$ cat src/rtl/tsbq_pkg.sv
package tsbq_pkg;

  // default configuration of the cascade
  localparam int SECTIONS_DEF    = 3;
  localparam int SAMPLE_BITS_DEF = 12;
  localparam int COEF_BITS_DEF   = 20;
  localparam int STATE_BITS_DEF  = 40;

  // signal format between sections and at the output
  localparam int SIG_BITS = 22;
  localparam int SIG_FRAC = 4;

  localparam logic [SIG_BITS-1:0] SIG_MAX = {1'b0, {(SIG_BITS-1){1'b1}}};
  localparam logic [SIG_BITS-1:0] SIG_MIN = {1'b1, {(SIG_BITS-1){1'b0}}};

  // width of the register index on the configuration port
  localparam int CFG_IDX_BITS = 8;

  // one sample handed from a cell to its neighbour
  typedef struct packed {
    logic                       valid;
    logic signed [SIG_BITS-1:0] y;
  } tsbq_link_t;

endpackage

$ cat src/rtl/tsbq_cell.sv
module tsbq_cell import tsbq_pkg::*; #(
  parameter int COEF_BITS  = COEF_BITS_DEF,
  parameter int STATE_BITS = STATE_BITS_DEF
) (
  input  logic                   clk_i,
  input  logic                   rst_ni,
  input  logic                   num_we_i,
  input  logic                   den_we_i,
  input  logic [3*COEF_BITS-1:0] cfg_data_i,
  input  logic                   clear_i,
  input  tsbq_link_t             link_i,
  output tsbq_link_t             link_o,
  output logic                   busy_o
);

  localparam int COEF_FRAC = COEF_BITS - 2;
  localparam int PROD_W    = SIG_BITS + COEF_BITS;
  localparam int ACC_W     = ((PROD_W > STATE_BITS) ? PROD_W : STATE_BITS) + 2;

  localparam logic signed [ACC_W-1:0] HALF = ACC_W'(1) << (COEF_FRAC - 1);
  localparam logic [STATE_BITS-1:0] Z_MAX = {1'b0, {(STATE_BITS-1){1'b1}}};
  localparam logic [STATE_BITS-1:0] Z_MIN = {1'b1, {(STATE_BITS-1){1'b0}}};

  typedef enum logic [2:0] {
    ST_IDLE,
    ST_MB0,
    ST_ACC,
    ST_YOUT,
    ST_A1,
    ST_Z1,
    ST_A2,
    ST_Z2
  } cell_state_e;

  cell_state_e state_q;

  logic [3*COEF_BITS-1:0] num_q;
  logic [2*COEF_BITS-1:0] den_q;

  logic signed [STATE_BITS-1:0] z1_q, z2_q;
  logic signed [SIG_BITS-1:0]   x_q, y_q;
  logic signed [PROD_W-1:0]     prod_q;
  logic signed [ACC_W-1:0]      acc_q, sum_q;

  logic signed [COEF_BITS-1:0] b0, b1, b2, a1, a2;
  logic signed [COEF_BITS-1:0] coef_op;
  logic signed [SIG_BITS-1:0]  sig_op;
  logic signed [PROD_W-1:0]    mul_res;

  logic signed [ACC_W-1:0]      acc_d, y_sh, z_diff;
  logic [ACC_W-SIG_BITS:0]      y_hi;
  logic [ACC_W-STATE_BITS:0]    z_hi;
  logic signed [SIG_BITS-1:0]   y_d;
  logic signed [STATE_BITS-1:0] z_d;

  // unpack coefficients
  assign b0 = num_q[COEF_BITS-1:0];
  assign b1 = num_q[2*COEF_BITS-1:COEF_BITS];
  assign b2 = num_q[3*COEF_BITS-1:2*COEF_BITS];
  assign a1 = den_q[COEF_BITS-1:0];
  assign a2 = den_q[2*COEF_BITS-1:COEF_BITS];

  // operand selection for the shared multiplier
  always_comb begin
    unique case (state_q)
      ST_ACC:  coef_op = b1;
      ST_A1:   coef_op = a1;
      ST_Z1:   coef_op = b2;
      ST_A2:   coef_op = a2;
      default: coef_op = b0;
    endcase
    sig_op = (state_q == ST_A1 || state_q == ST_A2) ? y_q : x_q;
  end

  assign mul_res = coef_op * sig_op;

  // b0*x + z1 with the rounding half added
  assign acc_d = ACC_W'(prod_q) + ACC_W'(z1_q) + HALF;

  // round to the signal format and saturate
  assign y_sh = acc_q >>> COEF_FRAC;
  assign y_hi = y_sh[ACC_W-1:SIG_BITS-1];
  always_comb begin
    if ((&y_hi) || !(|y_hi)) begin
      y_d = y_sh[SIG_BITS-1:0];
    end else if (y_sh[ACC_W-1]) begin
      y_d = SIG_MIN;
    end else begin
      y_d = SIG_MAX;
    end
  end

  // feedback term removed, saturated to the delay width
  assign z_diff = sum_q - ACC_W'(prod_q);
  assign z_hi   = z_diff[ACC_W-1:STATE_BITS-1];
  always_comb begin
    if ((&z_hi) || !(|z_hi)) begin
      z_d = z_diff[STATE_BITS-1:0];
    end else if (z_diff[ACC_W-1]) begin
      z_d = Z_MIN;
    end else begin
      z_d = Z_MAX;
    end
  end

  // sequencer, delay values and coefficients
  always_ff @(posedge clk_i or negedge rst_ni) begin
    if (!rst_ni) begin
      state_q <= ST_IDLE;
      z1_q    <= '0;
      z2_q    <= '0;
      num_q   <= '0;
      den_q   <= '0;
    end else begin
      if (num_we_i) begin
        num_q <= cfg_data_i;
      end
      if (den_we_i) begin
        den_q <= cfg_data_i[2*COEF_BITS-1:0];
      end
      unique case (state_q)
        ST_IDLE: begin
          if (clear_i) begin
            z1_q <= '0;
            z2_q <= '0;
          end else if (link_i.valid) begin
            state_q <= ST_MB0;
          end
        end
        ST_MB0:  state_q <= ST_ACC;
        ST_ACC:  state_q <= ST_YOUT;
        ST_YOUT: state_q <= ST_A1;
        ST_A1:   state_q <= ST_Z1;
        ST_Z1: begin
          z1_q    <= z_d;
          state_q <= ST_A2;
        end
        ST_A2:   state_q <= ST_Z2;
        ST_Z2: begin
          z2_q    <= z_d;
          state_q <= ST_IDLE;
        end
        default: state_q <= ST_IDLE;
      endcase
    end
  end

  // datapath registers
  always_ff @(posedge clk_i) begin
    prod_q <= mul_res;
    if (state_q == ST_IDLE && link_i.valid) begin
      x_q <= link_i.y;
    end
    if (state_q == ST_ACC) begin
      acc_q <= acc_d;
    end
    if (state_q == ST_YOUT) begin
      y_q   <= y_d;
      sum_q <= ACC_W'(prod_q) + ACC_W'(z2_q);
    end
    if (state_q == ST_A2) begin
      sum_q <= ACC_W'(prod_q);
    end
  end

  // section output goes to the neighbour as soon as it is rounded
  assign link_o.valid = (state_q == ST_A1);
  assign link_o.y     = y_q;
  assign busy_o       = (state_q != ST_IDLE);

endmodule

$ cat config.mk
export PLATFORM = sky130hd
export DESIGN_NAME = tsbq_cell
export DESIGN_NICKNAME = d
export VERILOG_FILES = /design/src/rtl/tsbq_pkg.sv /design/src/rtl/tsbq_cell.sv
export SDC_FILE = /design/constraint.sdc
export NUM_CORES = 2
export LEC_CHECK = 0
export BUFFER_PORTS_ARGS = -buffer_cell sky130_fd_sc_hd__buf_2
export CORE_MARGIN = 8
export CORE_UTILIZATION = 65
export DETAILED_ROUTE_END_ITERATION = 16
export PLACE_DENSITY = 0.83
export SYNTH_ARGS = -nofsm -noshare
export SYNTH_HDL_FRONTEND = slang
export SYNTH_SLANG_ARGS = --single-unit
$ cat constraint.sdc
create_clock -name clk_i -period 10.15 [get_ports clk_i]
set_clock_uncertainty 0.15 [all_clocks]
set_input_delay 1.015 -clock clk_i [delete_from_list [all_inputs] [get_ports clk_i]]
set_output_delay 1.015 -clock clk_i [all_outputs]
set_load 0.01 [all_outputs]
---- Yosys cells after proc, flatten, opt, wreduce, memory -nomap -nowiden ----
Cells that the tools add are included.
operators by class
  multipliers ............................. 1
  equal/unequal tests ..................... 10
  reduce and logical (&&, ||, !) cells .... 18
  multiplexer cells ....................... 14
  $add $sub $neg .......................... 4
operators by type and width
  kind                                            count
  case mux 40 bit (2 select lines)                2
  2-to-1 mux 40 bit                               3
  2-to-1 mux 44 bit                               2
  adder 42 x 40 -> 43 bit                         2
  case mux 20 bit (4 select lines)                1
  2-to-1 mux 22 bit                               3
  adder 43 x 19 -> 44 bit, second input constant  1
  subtractor 44 x 42 -> 44 bit                    1
  multiplier 20 x 22 -> 42 bit                    1
  case mux 3 bit (8 select lines)                 1
  == test 3 bit, second input constant            4
  AND reduction 5 bit                             2
  OR reduction 5 bit                              2
  == test 3 x 2 -> 1 bit, second input constant   2
  2-to-1 mux 3 bit                                2
  != test 2 bit, second input constant            3
  AND reduction 2 bit                             3
  nonzero test 2 bit                              3
  == test 3 x 1 -> 1 bit, second input constant   1
  logical NOT 3 bit                               1
  logical OR 1 bit                                3
  nonzero test 3 bit                              1
  logical NOT 1 bit                               2
  logical AND 1 bit                               1
storage, ports and cells
  register bits ........................... 357

---- Depth between registers and ports, before layout ----
  word-level depth ........................ 6
  gate-level depth with buffers ........... 34

---- Worst setup path before layout ----
No wires, ideal clock.
  path type ............................... register to register
  from .................................... register state_q[0]
  to ...................................... register prod_q[38]
  stages on the path, launching flop included .. 31
  required time ........................... 9,928 ps
  data arrival time ....................... 8,330 ps
  path buffers ............................ 3
  path slack .............................. 1,597 ps
  period minus slack after synthesis ...... 8,553 ps
  setup time .............................. 72 ps
  path through ............................ dfrtp_1 -> inv_1 -> ha_1 -> and2_1 -> clkbuf_1 -> nor2_1 -> clkbuf_1 -> clkbuf_1 -> mux2i_1 -> nor2_1 -> fa_1 -> fa_1 -> inv_1 -> fa_1 -> inv_1 -> fa_1 -> inv_1 -> fa_1 -> fa_1 -> fa_1 -> inv_1 -> ha_1 -> a21o_1 -> a21o_1 -> a221oi_1 -> a21oi_1 -> o21ai_0 -> o311ai_0 -> a31o_2 -> a21oi_1 -> xnor2_1
between the ends
  word-level cells in the longest chain between the ends .. 4
RTL lines
  what                                                                      line              text
  from (decl)                                                               tsbq_cell.sv:35   cell_state_e state_q;
  from (signal assigned)                                                    tsbq_cell.sv:109  state_q <= ST_IDLE;
  from (signal assigned)                                                    tsbq_cell.sv:127  state_q <= ST_MB0;
  from (signal assigned)                                                    tsbq_cell.sv:130  ST_MB0: state_q <= ST_ACC;
  branches (longest 3 deep; another with case mux 20 bit (4 select lines))  -
  multiplier 20 x 22 -> 42 bit *                                            tsbq_cell.sv:75   assign mul_res = coef_op * sig_op;
  net mul_res[38]                                                           tsbq_cell.sv:48   logic signed [PROD_W-1:0] mul_res;
  to (signal assigned)                                                      tsbq_cell.sv:150  prod_q <= mul_res;
  to (decl)                                                                 tsbq_cell.sv:42   logic signed [PROD_W-1:0] prod_q;
Mark *: on every way through the listed nets, which the timed path passes.
A chain may end at the register's enable or synchronous reset.

---- Worst setup path in the final report ----
  from .................................... register state_q[1]
  to ...................................... register prod_q[40]
The elaborated chain is that of the path after synthesis.

==> results.sh <==
export IMPL_drt_wl_total_um=96900
export IMPL_cp_slowest_cell="mux2i_1"
export IMPL_via_per_inst=6.14
export IMPL_slew_headroom_pct=20.3
export IMPL_ant_nets=0
export IMPL_hold_viol_final=0
export IMPL_synth_most_common_cell="inv_1"
export IMPL_synth_async_sr_flop_share_pct=54.1
export IMPL_grt_overflow_total=0
export IMPL_dp_slack_ns=1.00
export IMPL_ys_top_cells_by_count="587 x inv_1, 458 x fa_1, 384 x nand2_1, 349 x nor2_1, 282 x ha_1"
export IMPL_vias=27775
export IMPL_die_area_mm2=0.0625
export IMPL_setup_worst_path_start_class="flip-flop"
export IMPL_clk_pin_slew_ns=0.06
export IMPL_cp_startpoint="state_q[1]$_DFFE_PN0P_"
export IMPL_cpPeakStageDelay_ns=0.80
export IMPL_cts_tree="built"
export IMPL_postCtsSetupBuffers=0
export IMPL_reg2reg_slack_ns=0.57
export IMPL_portBuffers=111
export IMPL_status="finished clean"
export IMPL_cts_resized=0
export IMPL_track_usage_pct=31.0
export IMPL_critical_path_depth=28
export IMPL_maxCapViolCount=0
export IMPL_setup_violations=0
export IMPL_setup_ws_ns=0.570
export IMPL_cts_buffer_depth=3
export IMPL_ys_seq_elements=338
export IMPL_grt_max_degree=115
export IMPL_grt_pass1_wl_um=156000
export IMPL_synth_ff_type="dfrtp_1"
export IMPL_r2r_start="state_q[1]$_DFFE_PN0P_"
export IMPL_drc=0
export IMPL_avgSynthCellArea_um2=9.57
export IMPL_reg2regPathDepth=28
export IMPL_synth_cell_area_mm2=0.0356
export IMPL_worst_setup_path_type="reg2reg"
export IMPL_fmax_mhz=104
export IMPL_dr_pass1_iters=6
export IMPL_slew_violations=0
export IMPL_clock_latency_ns=0.55
export IMPL_wl_per_cell_um=21.4
export IMPL_numCtsBuffers=36
export IMPL_crit_family="adder cells"
export IMPL_cp_endpoint="prod_q[40]$_DFF_P_"
export IMPL_synth_cell_types=85
export IMPL_yosysTopAreaCellShare_pct=25.7
export IMPL_fin_area_mm2=0.0383
export IMPL_placed_area_mm2=0.0371
export IMPL_yosys_warnings=0
export IMPL_coreArea_mm2=0.0540
export IMPL_critPathCaptureType="flip-flop"
export IMPL_synth_edf_count=113
export IMPL_row_count=85
export IMPL_synth_area_top_cells="fa_1 26%, dfrtp_1 13%, ha_1 9.9%"
export IMPL_seq_area_frac_synth_pct=24.7
export IMPL_required_ns=10.47
export IMPL_path_buf_inv=6
export IMPL_fin_crit_ns=9.58
export IMPL_fillers=3914
export IMPL_die_h_um=250
export IMPL_layout_drive_gt1_share_pct=10.9
export IMPL_die_w_um=250
export IMPL_first_iter_violations=2524
export IMPL_first_global_vias=29174
export IMPL_start_util_pct=65.9
export IMPL_root_buffer="clkbuf_16"
export IMPL_path_common_cell="fa_1"
export IMPL_yosys_area_top_type="fa_1"
export IMPL_synthCells=3723
export IMPL_hpwlAfterDp_um=76500
export IMPL_cp_arrival_ns=9.90
export IMPL_areaGrowthSynthToFinish_pct=7.54
export IMPL_tns_ns=0
export IMPL_crit_fanout=19
export IMPL_nNetsFinal=4629
export IMPL_cts_sinks=338
export IMPL_h_tree_depth=2
export IMPL_gp_congestion=0.987
export IMPL_rsz0062_at_grt="false"
export IMPL_worst_slew_pin_slew_ns=1.19
export IMPL_r2r_end="prod_q[40]$_DFF_P_"
export IMPL_hold_class="reg2reg"
export IMPL_holdWs_ns=0.339
export IMPL_antenna_found_initial=2
export IMPL_io_pins=112
export IMPL_mappedNetlistNets=4551
export IMPL_period_share_pct=94.4
export IMPL_cts_hold_buf=0
## how the worst min path moves through the flow
stage,startpoint,endpoint,slack (ns),depth (start not counted)
after floorplan,z1_q[17]$_DFFE_PN0P_,z1_q[17]$_DFFE_PN0P_,0.30,2
after global placement,z1_q[0]$_DFFE_PN0P_,z1_q[0]$_DFFE_PN0P_,0.31,2
after detailed placement,z1_q[0]$_DFFE_PN0P_,z1_q[0]$_DFFE_PN0P_,0.32,2
after CTS,z1_q[0]$_DFFE_PN0P_,z1_q[0]$_DFFE_PN0P_,0.34,2
after global routing,z1_q[27]$_DFFE_PN0P_,z1_q[27]$_DFFE_PN0P_,0.36,2
final,z1_q[0]$_DFFE_PN0P_,z1_q[0]$_DFFE_PN0P_,0.34,2
## through the flow
| step | utilization, % | instances |
|---|---|---|
| after floorplan | - | 3723 |
| after global placement | 68.7 | 4459 |
| after detailed placement | 68.7 | 4459 |
| after CTS | 70.9 | 4525 |
| after global routing | 70.9 | 4525 |
| final | 70.9 | 4527 |
## cell families (layout without fill, tap and decap cells)
family          count (synthesis)  after routing  synth area share, %
mux                           154            154                 4.79
xor+xnor                      148            148                 3.64
buf+inv                       725            831                 7.71
simple gates                  954            954                 11.6
other cells                     0              2                    0
fa+ha+maj                     740            740                 35.7
flops                         338            338                 24.7
compound gates                664            664                 11.8
## tightest hold or removal path, cell delays in order (launching register included)
cell and delay (ns):
dfrtp_1 0.34, nand2_1 0.05, o21ai_0 0.06
## cell type report
cell class	instances	area, um^2	area share (%)
clock inverters	16	123	0.320
clock buffers	50	1060	2.77
repair buffers	178	1080	2.82
flip-flops and latches	338	8810	23.0
well taps	696	871	2.27
inverters	587	2200	5.75
diodes	2	5.00	0.0131
multi-input cells	2660	24100	63.0
## registers in the layout, summed over array words and instances (netlist names)
register	cells
num_q	60
z2_q	40
z1_q	40
acc_q	26
x_q	22
sum_q	43
state_q	3
den_q	40
prod_q	42
y_q	22
## routing by layer
layer	global-route usage (%)	wire length (um)	vias to the layer above
li1	-	-	12318
met1	40.3	38000	13677
met2	49.8	44300	1437
met3	7.31	9690	341
met4	13.4	4960	2
met5	0	12	-
## cell usage in the layout (no fill, tap or decap), types with 7 or more instances in the layout
master     synthesis  routed
nand3_1           45      44
dfrtp_1          183     183
nand2b_1          34      34
buf_2              7     110
nor4_1             7       7
a211oi_1          14      14
and3_1            14      14
xor2_1            62      62
nand4_1           21      21
a21o_1           103     103
mux2i_1           22      22
a222oi_1           9       9
o21a_1            23      23
nand2_1          384     383
buf_4              1      66
and2_1            26      25
o211ai_1          11      11
nor3_1            21      21
nor2_4             9      10
nor2b_1           20      19
a22oi_1           24      24
o21ai_2            2       7
o21bai_1          14      14
a21oi_1          183     177
ha_1             282     282
nor2_1           349     347
o311ai_0          10      10
clkbuf_16          0      39
a21boi_0           7       7
edfxtp_1         113     113
xnor2_1           86      86
o21ai_1           27      28
dfxtp_1           42      42
a31oi_1           14      13
o21ai_0          157     151
fa_1             458     458
mux2_2           132     132
a211o_1            7       7
inv_1            587     587
Power is not shown: default switching activity piles up to over one toggle a cycle in this logic, so the estimate is an artifact.
